## src/design/mcs_pkg.sv

```systemverilog
// ----------------------------------------------------------------------------
// mcs_pkg: shared types and constants of the min-max contrast stretch block
// Holds the scale mode codes, register indexes, item kinds and the
// configuration bundle that the top level hands to the back end.
// ----------------------------------------------------------------------------
package mcs_pkg;

  // Scale mode codes. Code 3 is unused and behaves as byte scaling.
  localparam logic [1:0] MODE_BYTE  = 2'd0;
  localparam logic [1:0] MODE_FLOOR = 2'd1;
  localparam logic [1:0] MODE_Q14   = 2'd2;

  // Configuration register indexes.
  localparam logic CFG_SCALE_MODE  = 1'b0;
  localparam logic CFG_FLOOR_LEVEL = 1'b1;

  // Item kinds carried in the mode field.
  localparam logic ITEM_GATHER = 1'b0;
  localparam logic ITEM_APPLY  = 1'b1;

  // Result format.
  localparam int LEVEL_BITS = 16;
  localparam int QUOT_BITS  = 15;  // quotient never exceeds 16384
  localparam int Q14_SHIFT  = 14;
  localparam int BYTE_SHIFT = 8;
  localparam int COUNT_BITS = $clog2(QUOT_BITS);

  localparam int CFG_DATA_BITS = 8;

  typedef struct packed {
    logic [1:0] scale_mode;
    logic [7:0] floor_level;
  } cfg_t;

endpackage

```

## src/design/mcs_in_if.sv

```systemverilog
// ----------------------------------------------------------------------------
// mcs_in_if: sample channel of the min-max contrast stretch block
// Valid/ready channel carrying the item kind, the sample and the start flag.
// ----------------------------------------------------------------------------
interface mcs_in_if #(
  parameter int SAMPLE_BITS = 24
);
  logic                          valid;
  logic                          ready;
  logic                          mode;
  logic signed [SAMPLE_BITS-1:0] sample;
  logic                          start_req;

  modport source (output valid, output mode, output sample, output start_req,
                  input ready);
  modport sink   (input valid, input mode, input sample, input start_req,
                  output ready);
endinterface

```

## src/design/mcs_out_if.sv

```systemverilog
// ----------------------------------------------------------------------------
// mcs_out_if: result channel of the min-max contrast stretch block
// Valid/ready channel carrying the normalized level and the flat flag.
// ----------------------------------------------------------------------------
interface mcs_out_if;
  logic               valid;
  logic               ready;
  logic signed [15:0] level;
  logic               flat;

  modport source (output valid, output level, output flat, input ready);
  modport sink   (input valid, input level, input flat, output ready);
endinterface

```

## src/design/minmax_contrast_stretch.sv

```systemverilog
// ----------------------------------------------------------------------------
// minmax_contrast_stretch: two-pass min-max normalization of height samples
// Gathers the minimum and maximum of a sample stream, then rescales samples
// against that range to 0..255, 0..255 with a floor, or Q1.14 in [-1,1].
// ----------------------------------------------------------------------------
// Usage:
// Items arrive on in_ch (valid/ready). A gather item (mode 0) updates the
// running minimum and maximum, or restarts both at its sample when
// start_req is set; it produces no result. An apply item (mode 1) produces
// exactly one result on out_ch: the rescaled level and a flat flag, which is
// set with level 0 when the gathered range is empty.
// Gather items are taken one per cycle while the job queue is not full.
// Each apply item becomes a division job in a two-entry queue; a serial
// divider retires one quotient bit per cycle, so an apply item passes
// through the divider in steps: it loads the job, forms the quotient bits
// and fills the output register, where its result is offered. A run of apply
// items is therefore limited by the divider, which takes a new job only once
// the last one has left for the output register.
// The configuration port takes scale_mode (index 0) and floor_level
// (index 1); the user writes it only while idle; the block never checks it.
// Synchronous reset clears the range to 0..0, both registers to 0 and the
// queue and output register. When the receiver stalls, the result waits in
// the output register, the divider holds its finished job, and the queue
// keeps accepting items until it is full.
// ----------------------------------------------------------------------------
module minmax_contrast_stretch #(
  parameter int SAMPLE_BITS = 24
) (
  input  logic                              clk,
  input  logic                              rst_n,
  mcs_in_if.sink                            in_ch,
  mcs_out_if.source                         out_ch,
  input  logic                              cfg_we,
  input  logic                              cfg_index,
  input  logic [mcs_pkg::CFG_DATA_BITS-1:0] cfg_wdata
);
  localparam int SB = SAMPLE_BITS;
  localparam int JW = 2 * SB + 1;

  // Configuration registers.
  logic [1:0]    scale_mode_r, scale_mode_nxt;
  logic [7:0]    floor_level_r, floor_level_nxt;
  mcs_pkg::cfg_t cfg;

  // Job path between intake, queue and divider.
  logic          q_push, q_full, q_pop, q_empty;
  logic          f_flat;
  logic [SB-1:0] f_dist, f_range;
  logic [JW-1:0] q_wdata, q_rdata;

  always_comb begin
    scale_mode_nxt  = scale_mode_r;
    floor_level_nxt = floor_level_r;
    if (cfg_we) begin
      case (cfg_index)
        mcs_pkg::CFG_SCALE_MODE:  scale_mode_nxt  = cfg_wdata[1:0];
        mcs_pkg::CFG_FLOOR_LEVEL: floor_level_nxt = cfg_wdata[7:0];
        default: begin
          scale_mode_nxt = scale_mode_r;
        end
      endcase
    end
    cfg.scale_mode  = scale_mode_r;
    cfg.floor_level = floor_level_r;
  end

  always_ff @(posedge clk) begin
    if (!rst_n) begin
      scale_mode_r  <= mcs_pkg::MODE_BYTE;
      floor_level_r <= '0;
    end else begin
      scale_mode_r  <= scale_mode_nxt;
      floor_level_r <= floor_level_nxt;
    end
  end

  // Intake: range tracking and job preparation.
  mcs_front #(
    .SAMPLE_BITS(SB)
  ) u_front (
    .clk     (clk),
    .rst_n   (rst_n),
    .in_ch   (in_ch),
    .q_full  (q_full),
    .q_push  (q_push),
    .q_flat  (f_flat),
    .q_dist  (f_dist),
    .q_range (f_range)
  );

  assign q_wdata = {f_flat, f_dist, f_range};

  mcs_queue #(
    .WIDTH(JW)
  ) u_queue (
    .clk   (clk),
    .rst_n (rst_n),
    .push  (q_push),
    .wdata (q_wdata),
    .full  (q_full),
    .pop   (q_pop),
    .rdata (q_rdata),
    .empty (q_empty)
  );

  // Divider and result register.
  mcs_back #(
    .SAMPLE_BITS(SB)
  ) u_back (
    .clk     (clk),
    .rst_n   (rst_n),
    .cfg     (cfg),
    .q_empty (q_empty),
    .q_pop   (q_pop),
    .q_flat  (q_rdata[JW-1]),
    .q_dist  (q_rdata[JW-2:SB]),
    .q_range (q_rdata[SB-1:0]),
    .out_ch  (out_ch)
  );

  // A flat result always carries level zero.
  a_flat_zero: assert property (@(posedge clk) disable iff (!rst_n)
    (out_ch.valid && out_ch.flat) |-> (out_ch.level == 16'sd0))
    else $error("flat result with nonzero level");

  // Byte modes stay within 0..255.
  a_byte_range: assert property (@(posedge clk) disable iff (!rst_n)
    (out_ch.valid && (scale_mode_r != mcs_pkg::MODE_Q14))
      |-> ((out_ch.level >= 16'sd0) && (out_ch.level <= 16'sd255)))
    else $error("byte level out of range");

  // The Q1.14 mode stays within [-1,1].
  a_q14_range: assert property (@(posedge clk) disable iff (!rst_n)
    (out_ch.valid && (scale_mode_r == mcs_pkg::MODE_Q14))
      |-> ((out_ch.level >= -16'sd16384) && (out_ch.level <= 16'sd16384)))
    else $error("Q1.14 level out of range");

  // The intake never pushes into a full queue.
  a_no_overflow: assert property (@(posedge clk) disable iff (!rst_n)
    q_push |-> !q_full)
    else $error("job queue overflow");

endmodule

```

## src/design/mcs_front.sv

```systemverilog
// ----------------------------------------------------------------------------
// mcs_front: item intake and range tracking
// Keeps the running minimum and maximum, and turns each apply item into a
// division job (clamped distance, range, flat flag) for the queue.
// ----------------------------------------------------------------------------
module mcs_front #(
  parameter int SAMPLE_BITS = 24
) (
  input  logic                   clk,
  input  logic                   rst_n,
  mcs_in_if.sink                 in_ch,
  input  logic                   q_full,
  output logic                   q_push,
  output logic                   q_flat,
  output logic [SAMPLE_BITS-1:0] q_dist,
  output logic [SAMPLE_BITS-1:0] q_range
);
  localparam int SB = SAMPLE_BITS;

  logic signed [SB-1:0] low_r, low_nxt;
  logic signed [SB-1:0] high_r, high_nxt;
  logic [SB:0]          span;
  logic [SB:0]          dist_s;
  logic                 accept;

  always_comb begin
    in_ch.ready = !q_full;
    accept      = in_ch.valid && in_ch.ready;

    // Both differences fit SB+1 bits, so the top bit is a true sign.
    span    = {high_r[SB-1], high_r} - {low_r[SB-1], low_r};
    dist_s  = {in_ch.sample[SB-1], in_ch.sample} - {low_r[SB-1], low_r};
    q_flat  = span[SB] || (span == '0);
    q_range = span[SB-1:0];

    if (dist_s[SB]) begin
      q_dist = '0;
    end else if (dist_s[SB-1:0] > q_range) begin
      q_dist = q_range;
    end else begin
      q_dist = dist_s[SB-1:0];
    end

    q_push = accept && (in_ch.mode == mcs_pkg::ITEM_APPLY);

    low_nxt  = low_r;
    high_nxt = high_r;
    if (accept && (in_ch.mode == mcs_pkg::ITEM_GATHER)) begin
      if (in_ch.start_req) begin
        low_nxt  = in_ch.sample;
        high_nxt = in_ch.sample;
      end else begin
        if (in_ch.sample < low_r) begin
          low_nxt = in_ch.sample;
        end
        if (in_ch.sample > high_r) begin
          high_nxt = in_ch.sample;
        end
      end
    end
  end

  always_ff @(posedge clk) begin
    if (!rst_n) begin
      low_r  <= '0;
      high_r <= '0;
    end else begin
      low_r  <= low_nxt;
      high_r <= high_nxt;
    end
  end

endmodule

```

## src/design/mcs_queue.sv

```systemverilog
// ----------------------------------------------------------------------------
// mcs_queue: two-entry job queue
// Decouples the intake from the divider so that each side stalls on its own.
// ----------------------------------------------------------------------------
module mcs_queue #(
  parameter int WIDTH = 49
) (
  input  logic             clk,
  input  logic             rst_n,
  input  logic             push,
  input  logic [WIDTH-1:0] wdata,
  output logic             full,
  input  logic             pop,
  output logic [WIDTH-1:0] rdata,
  output logic             empty
);
  localparam int DEPTH = 2;

  logic [WIDTH-1:0] mem_r [DEPTH];
  logic             wr_ptr_r, wr_ptr_nxt;
  logic             rd_ptr_r, rd_ptr_nxt;
  logic [1:0]       count_r, count_nxt;

  always_comb begin
    full       = (count_r == 2'(DEPTH));
    empty      = (count_r == 2'd0);
    rdata      = mem_r[rd_ptr_r];
    wr_ptr_nxt = push ? !wr_ptr_r : wr_ptr_r;
    rd_ptr_nxt = pop ? !rd_ptr_r : rd_ptr_r;
    count_nxt  = count_r + 2'(push) - 2'(pop);
  end

  always_ff @(posedge clk) begin
    if (!rst_n) begin
      wr_ptr_r <= 1'b0;
      rd_ptr_r <= 1'b0;
      count_r  <= 2'd0;
    end else begin
      wr_ptr_r <= wr_ptr_nxt;
      rd_ptr_r <= rd_ptr_nxt;
      count_r  <= count_nxt;
    end
  end

  always_ff @(posedge clk) begin
    if (push) begin
      mem_r[wr_ptr_r] <= wdata;
    end
  end

endmodule

```

## src/design/mcs_back.sv

```systemverilog
// ----------------------------------------------------------------------------
// mcs_back: serial divider and result register
// Takes one job at a time, forms the scaled numerator, divides it by the
// range one quotient bit per cycle, applies the mode and holds the result.
// ----------------------------------------------------------------------------
module mcs_back #(
  parameter int SAMPLE_BITS = 24
) (
  input  logic                   clk,
  input  logic                   rst_n,
  input  mcs_pkg::cfg_t          cfg,
  input  logic                   q_empty,
  output logic                   q_pop,
  input  logic                   q_flat,
  input  logic [SAMPLE_BITS-1:0] q_dist,
  input  logic [SAMPLE_BITS-1:0] q_range,
  mcs_out_if.source              out_ch
);
  localparam int SB = SAMPLE_BITS;
  localparam int QB = mcs_pkg::QUOT_BITS;
  localparam int NW = SB + QB;
  localparam int CB = mcs_pkg::COUNT_BITS;
  localparam int LB = mcs_pkg::LEVEL_BITS;

  typedef enum logic [1:0] {
    ST_IDLE,
    ST_DIV,
    ST_HOLD
  } state_t;

  state_t                state_r, state_nxt;
  logic [SB-1:0]         rem_r, rem_nxt;
  logic [QB-1:0]         nbits_r, nbits_nxt;
  logic [QB-1:0]         quot_r, quot_nxt;
  logic [CB-1:0]         count_r, count_nxt;
  logic [SB-1:0]         range_r, range_nxt;
  logic                  neg_r, neg_nxt;
  logic                  flat_r, flat_nxt;
  logic                  out_valid_r, out_valid_nxt;
  logic signed [LB-1:0]  out_level_r, out_level_nxt;
  logic                  out_flat_r, out_flat_nxt;

  logic [SB+1:0]         num;
  logic [SB-1:0]         mag;
  logic [NW-1:0]         numer;
  logic [SB:0]           trial;
  logic                  ge;
  logic [SB:0]           diff;
  logic [LB-1:0]         level_calc;
  logic                  out_free;

  always_comb begin
    // Numerator for the job at the queue head.
    num = {1'b0, q_dist, 1'b0} - {2'b00, q_range};
    mag = num[SB+1] ? SB'(-num) : num[SB-1:0];
    if (cfg.scale_mode == mcs_pkg::MODE_Q14) begin
      numer = NW'(mag) << mcs_pkg::Q14_SHIFT;
    end else begin
      numer = (NW'(q_dist) << mcs_pkg::BYTE_SHIFT) - NW'(q_dist);
    end

    // One restoring division step.
    trial = {rem_r, nbits_r[QB-1]};
    diff  = trial - {1'b0, range_r};
    ge    = !diff[SB] || trial[SB];

    // Mode handling on the finished quotient.
    if (flat_r) begin
      level_calc = '0;
    end else if (cfg.scale_mode == mcs_pkg::MODE_Q14) begin
      level_calc = neg_r ? LB'(-{1'b0, quot_r}) : LB'({1'b0, quot_r});
    end else if ((cfg.scale_mode == mcs_pkg::MODE_FLOOR) &&
                 (quot_r < QB'(cfg.floor_level))) begin
      level_calc = LB'(cfg.floor_level);
    end else begin
      level_calc = LB'(quot_r);
    end

    out_free = !out_valid_r || out_ch.ready;
    q_pop    = (state_r == ST_IDLE) && !q_empty;

    state_nxt     = state_r;
    rem_nxt       = rem_r;
    nbits_nxt     = nbits_r;
    quot_nxt      = quot_r;
    count_nxt     = count_r;
    range_nxt     = range_r;
    neg_nxt       = neg_r;
    flat_nxt      = flat_r;
    out_valid_nxt = out_valid_r && !out_ch.ready;
    out_level_nxt = out_level_r;
    out_flat_nxt  = out_flat_r;

    case (state_r)
      ST_IDLE: begin
        if (q_pop) begin
          flat_nxt  = q_flat;
          range_nxt = q_range;
          neg_nxt   = num[SB+1];
          rem_nxt   = numer[NW-1:QB];
          nbits_nxt = numer[QB-1:0];
          quot_nxt  = '0;
          count_nxt = CB'(QB - 1);
          state_nxt = q_flat ? ST_HOLD : ST_DIV;
        end
      end
      ST_DIV: begin
        rem_nxt   = ge ? diff[SB-1:0] : trial[SB-1:0];
        quot_nxt  = {quot_r[QB-2:0], ge};
        nbits_nxt = nbits_r << 1;
        count_nxt = count_r - CB'(1);
        if (count_r == '0) begin
          state_nxt = ST_HOLD;
        end
      end
      ST_HOLD: begin
        if (out_free) begin
          out_valid_nxt = 1'b1;
          out_level_nxt = level_calc;
          out_flat_nxt  = flat_r;
          state_nxt     = ST_IDLE;
        end
      end
      default: begin
        state_nxt = ST_IDLE;
      end
    endcase
  end

  always_ff @(posedge clk) begin
    if (!rst_n) begin
      state_r     <= ST_IDLE;
      out_valid_r <= 1'b0;
    end else begin
      state_r     <= state_nxt;
      out_valid_r <= out_valid_nxt;
    end
    rem_r       <= rem_nxt;
    nbits_r     <= nbits_nxt;
    quot_r      <= quot_nxt;
    count_r     <= count_nxt;
    range_r     <= range_nxt;
    neg_r       <= neg_nxt;
    flat_r      <= flat_nxt;
    out_level_r <= out_level_nxt;
    out_flat_r  <= out_flat_nxt;
  end

  assign out_ch.valid = out_valid_r;
  assign out_ch.level = out_level_r;
  assign out_ch.flat  = out_flat_r;

endmodule
```

## src/flat_wrapper.sv

```systemverilog
// flat-port wrapper written by rule: the top's interface ports become plain ports
module minmax_contrast_stretch_flat 
#(
  parameter int SAMPLE_BITS = 24
)
  (clk, rst_n, cfg_we, cfg_index, cfg_wdata, in_ch_valid, in_ch_mode, in_ch_sample, in_ch_start_req, in_ch_ready, out_ch_valid, out_ch_level, out_ch_flat, out_ch_ready);
  mcs_in_if #(.SAMPLE_BITS(SAMPLE_BITS)) in_ch_i ();
  mcs_out_if out_ch_i ();
  input  logic clk;
  input  logic rst_n;
  input  logic cfg_we;
  input  logic cfg_index;
  input  logic [mcs_pkg::CFG_DATA_BITS-1:0] cfg_wdata;
  input wire logic [$bits(in_ch_i.valid)-1:0] in_ch_valid;
  input wire logic [$bits(in_ch_i.mode)-1:0] in_ch_mode;
  input wire logic [$bits(in_ch_i.sample)-1:0] in_ch_sample;
  input wire logic [$bits(in_ch_i.start_req)-1:0] in_ch_start_req;
  output wire logic [$bits(in_ch_i.ready)-1:0] in_ch_ready;
  output wire logic [$bits(out_ch_i.valid)-1:0] out_ch_valid;
  output wire logic [$bits(out_ch_i.level)-1:0] out_ch_level;
  output wire logic [$bits(out_ch_i.flat)-1:0] out_ch_flat;
  input wire logic [$bits(out_ch_i.ready)-1:0] out_ch_ready;
  assign in_ch_i.valid = in_ch_valid;
  assign in_ch_i.mode = in_ch_mode;
  assign in_ch_i.sample = in_ch_sample;
  assign in_ch_i.start_req = in_ch_start_req;
  assign in_ch_ready = in_ch_i.ready;
  assign out_ch_valid = out_ch_i.valid;
  assign out_ch_level = out_ch_i.level;
  assign out_ch_flat = out_ch_i.flat;
  assign out_ch_i.ready = out_ch_ready;
  minmax_contrast_stretch #(.SAMPLE_BITS(SAMPLE_BITS)) u_core (.clk(clk), .rst_n(rst_n), .in_ch(in_ch_i), .out_ch(out_ch_i), .cfg_we(cfg_we), .cfg_index(cfg_index), .cfg_wdata(cfg_wdata));
endmodule
```

## config.mk

```make
export PLATFORM = sky130hd
export DESIGN_NAME = minmax_contrast_stretch_flat
export DESIGN_NICKNAME = d
export VERILOG_FILES = /design/src/design/mcs_pkg.sv /design/src/design/mcs_in_if.sv /design/src/design/mcs_out_if.sv /design/src/design/minmax_contrast_stretch.sv /design/src/design/mcs_front.sv /design/src/design/mcs_queue.sv /design/src/design/mcs_back.sv /design/src/flat_wrapper.sv
export SDC_FILE = /design/constraint.sdc
export NUM_CORES = 1
export LEC_CHECK = 0
export BUFFER_PORTS_ARGS = -buffer_cell sky130_fd_sc_hd__buf_2
export CAP_MARGIN = 15
export CORE_MARGIN = 8
export CORE_UTILIZATION = 45
export CTS_BUF_LIST = sky130_fd_sc_hd__clkbuf_8
export DETAILED_ROUTE_END_ITERATION = 6
export PLACE_DENSITY_LB_ADDON = 0.15
export SYNTH_ARGS = -nofsm -noshare
export SYNTH_HDL_FRONTEND = slang
export SYNTH_SLANG_ARGS = --single-unit
```

## constraint.sdc

```tcl
create_clock -name clk -period 6.5 [get_ports clk]
set_input_delay 0.325 -clock clk [delete_from_list [all_inputs] [get_ports clk]]
set_output_delay 0.325 -clock clk [all_outputs]
set_load 0.02 [all_outputs]
```

==> results by group <==
Outcome
  • Status: finished clean

Synth
  • Count of different cell masters after synthesis: 81
  • Post-Synthesis Cells: 2033
  • Synth async-reset ratio: 0%
  • Synth Register Bits: 265
  • Ys flop type: edfxtp_1
  • Post-synth EDFFs: 199
  • Post-synthesis sequential area ratio: 38.28%
  • Syn nets: 2248
  • Mapped cell area: 19060 sq um
  • Post-Syn Area per Cell: 9.376 sq um
  • Ys Warns: 0

Routing
  • DRC viols: 0
  • Vias per inst: 5.614
  • Routed Antenna Nets: 0
  • DRT Pass-1 Iters: 5
  • Metal-1 WL: 22.95 mm
  • Top Metal Used: met4
  • Met2 WL: 23.07 mm
  • Total Wirelength: 49.59 mm
  • Met3 routed WL: 1.855 mm
  • Via count: 15056
  • Initial DRC Count: 883
  • WL per Instance: 18.49 microns

Power
  • Flop pwr share: 26.6%
  • Max VDD drop: 0.2167 mV
  • Leak: 8.671 nW
  • Psw: 0.004927 W
  • Internal power: 0.005776 W
  • Power per cell area: 510.3 nW/um^2
  • Clock share of power: 13.6%
  • Sw frac: 46.03%
  • Combinational share of power: 59.8%

CTS
  • Clk_lat worst skew: 0.62 ns
  • CTS tree: yes
  • Postcts setup bufs: 0
  • Longest Clk Path Bufs: 3
  • Clk pin slew, worst setup/hold paths: 0.06 ns
  • H-tree depth: 2
  • CTS resizes: 0
  • Clock Sinks: 265
  • CTS Hold Bufs: 12
  • Cts bufs inserted: 46
  • Root Buffer Master: clkbuf_8

STA
  • Clock skew: 0.03829 ns
  • Final Max Slew Viols: 0
  • Setup TNS: 0 ns
  • Endpoints failing hold: 0
  • Worst Tran Pin Value: 1.020 ns
  • Fmax achieved: 0.1732 GHz
  • RSZ-0062 raised after global routing: no
  • Count of final setup violators: 0
  • Minimum clock period after layout: 5.773 ns
  • Relative slew slack: 32.00%
  • Tcrit/Tclk final: 88.81%

Place
  • PortBufs: 58
  • Area after DPL: 19990 sq um
  • Post-DP HPWL: 38.47 mm
  • GPL Wtd Cong: 0.9066

Global route
  • Vias in the first global route: 15034
  • Gr ovfl total: 0
  • First-pass GRT wire length: 79.28 mm
  • Overall global routing resource usage: 19.64%
  • Largest net degree at the start of global routing: 67
  • Initial antenna violation count: 0

Floorplanning
  • Core box area: 41850 sq um
  • DIE AREA: 49200 sq um
  • Initial cell density of the core: 45.55%
  • Num ports: 59
  • Row count: 75
  • Die outline height: 221.8 microns
  • Width of the die: 221.8 microns

Final layout
  • Final instance area: 20980 sq um
  • Area grow syn2layout: 10.04%
  • Diode count: 0
  • Final nets: 2322
  • Share of cells above drive strength 1: 9.053%

Critical path
  • Worst path max stage delay: 0.64 ns
  • Setup CP Type: reg2reg
  • Crit-path cells: inv_1 > ha_1 > inv_1 > fa_1 > a21oi_1 > o21ai_0 > a21oi_1 > o21ai_0 > a31oi_1 > o21ai_0 > a211oi_1 > inv_1 > ha_1 > nand4_1 > nor2_1 > a221oi_1 > nor4b_2 > a2111o_1 > nand2_1 > a211oi_1
  • CP Capture Type: register
  • CP Launch Type: register
  • Worst EP required: 6.88 ns
  • Top delay family on crit path: compound AO/OA/AOI/OAI gates
  • Slowest cell on the critical path: a2111o_1
  • Buffers plus inverters on the worst setup path: 3
  • Crit-path max FO: 22
  • Arr. time, crit path: 6.15 ns

Hold path
  • Worst hold path class: in2reg

Run
  • Max cap viols: 0
[final timing paths]
| path | start | endpoint | slack (ns) | cells after the start |
|---|---|---|---|---|
| max | u_core.u_front.high_r[0] | u_core.u_queue.mem_r[0][24] | 0.73 | 20 |
| min | in_ch_sample[13] | u_core.u_front.high_r[13] | 0.05 | 3 |
| max reg2reg | u_core.u_front.high_r[0] | u_core.u_queue.mem_r[0][24] | 0.73 | 20 |
| min reg2reg | u_core.floor_level_r[3] | u_core.floor_level_r[3] | 0.50 | 2 |
[Yosys cell counts, drive strengths merged (15+ instances only)]
master  count  area share (%)
inv       190             3.7
o21ai     122             3.2
nand4      20            0.66
nor3       40             1.1
clkbuf     43            0.85
a21oi     155             4.4
xor2       40             1.8
o211ai     18            0.71
nand2     131             2.6
nor2b      66             2.2
a211oi     24            0.95
xnor2      88             4.0
a21o       67             2.6
nand3      59             1.5
a31oi      23            0.75
dfxtp      66             6.9
and2       24            0.80
edfxtp    199              31
ha        171              11
nand2b     29            0.95
a21boi     15            0.59
o21a       21            0.83
buf        19            0.49
mux2i     101             5.3
nor2      132             2.6
[cell families after synthesis]
| family | after synthesis | synth area share (%) |
|---|---|---|
| AOI/OAI and AO/OA | 538 | 18.45 |
| xor gates and xnor gates | 129 | 5.999 |
| adders and majority gates | 177 | 11.76 |
| buffers and inverters | 252 | 5.080 |
| DFF | 265 | 38.28 |
| muxes | 105 | 5.540 |
| and+or+nand+nor | 567 | 14.89 |
[cell type report]
type	count	area, sq um
Fill cell	3969	20880
Inverter	190	713.2
Sequential cell	265	7298
Clock buffer	50	688.2
Timing Repair Buffer	88	558.0
Multi-Input combinational cell	1516	10870
Clock inverter	34	175.2
Tap cell	539	674.4
[registers in the layout (all words and copies together), names as in the netlist, named ones only]
signal / count
u_core.scale_mode_r: 2
u_core.u_front.high_r: 24
u_core.floor_level_r: 8
u_core.u_queue.count_r: 2
u_core.u_back.out_ch.valid: 1
u_core.u_front.low_r: 24
u_core.u_queue.rd_ptr_r: 1
u_core.u_back.state_r: 2
u_core.u_back.quot_r: 15
u_core.u_back.out_ch.flat: 1
u_core.u_back.rem_r: 24
u_core.u_back.nbits_r: 15
u_core.u_back.flat_r: 1
u_core.u_back.out_ch.level: 16
u_core.u_queue.mem_r: 98
u_core.u_back.count_r: 4
u_core.u_back.neg_r: 1
u_core.u_back.range_r: 24
u_core.u_queue.wr_ptr_r: 1
[power groups by stage]
stage / clock network, W / registers, W / logic [W]
after floorplan: 0 / 0.00283 / 0.00483
after global placement: 0 / 0.00287 / 0.00625
after detailed placement: 0 / 0.00288 / 0.00634
after CTS: 0.00151 / 0.00285 / 0.00638
after global routing: 0.00157 / 0.00291 / 0.00713
final: 0.00146 / 0.00285 / 0.00640
[tightest hold or removal path, delay by kind of cell]
family	cells	cell delay, ns
mux	1	0.07
simple gates	1	0.09
buf+inv	1	0.12
[per-stage QoR]
stage                     hold WS, ns  power, W  worst slack, ns  util, %  instances
after floorplan                0.4244  0.007662            1.294        -       2033
after global placement         0.4864  0.009119            1.036    47.77       2586
after detailed placement       0.4912  0.009216           0.7807    47.77       2586
after CTS                   0.0009489   0.01074           0.7662    50.12       2682
after global routing          0.02925   0.01161           0.3289    50.12       2682
final                         0.05231   0.01070           0.7270    50.12       2682
[metal layers]
metal | vias to the layer above | GRT usage, %
li1 | 7516 | -
met3 | 100 | 2.857
met4 | 0 | 7.291
met1 | 7140 | 25.32
met5 | - | 0
met2 | 300 | 33.11
[cells in the final DEF, fill, tap and decap left out, types with 58 or more instances in the layout]
cell type,n
mux2i_1,101
xnor2_1,88
buf_2,58
nand2_1,131
nor2b_1,65
nor2_1,129
a21o_1,67
ha_1,171
dfxtp_1,65
inv_1,204
o21ai_0,102
nand3_1,59
a21oi_1,137
edfxtp_1,199
Power figures use the tool's default switching activity.
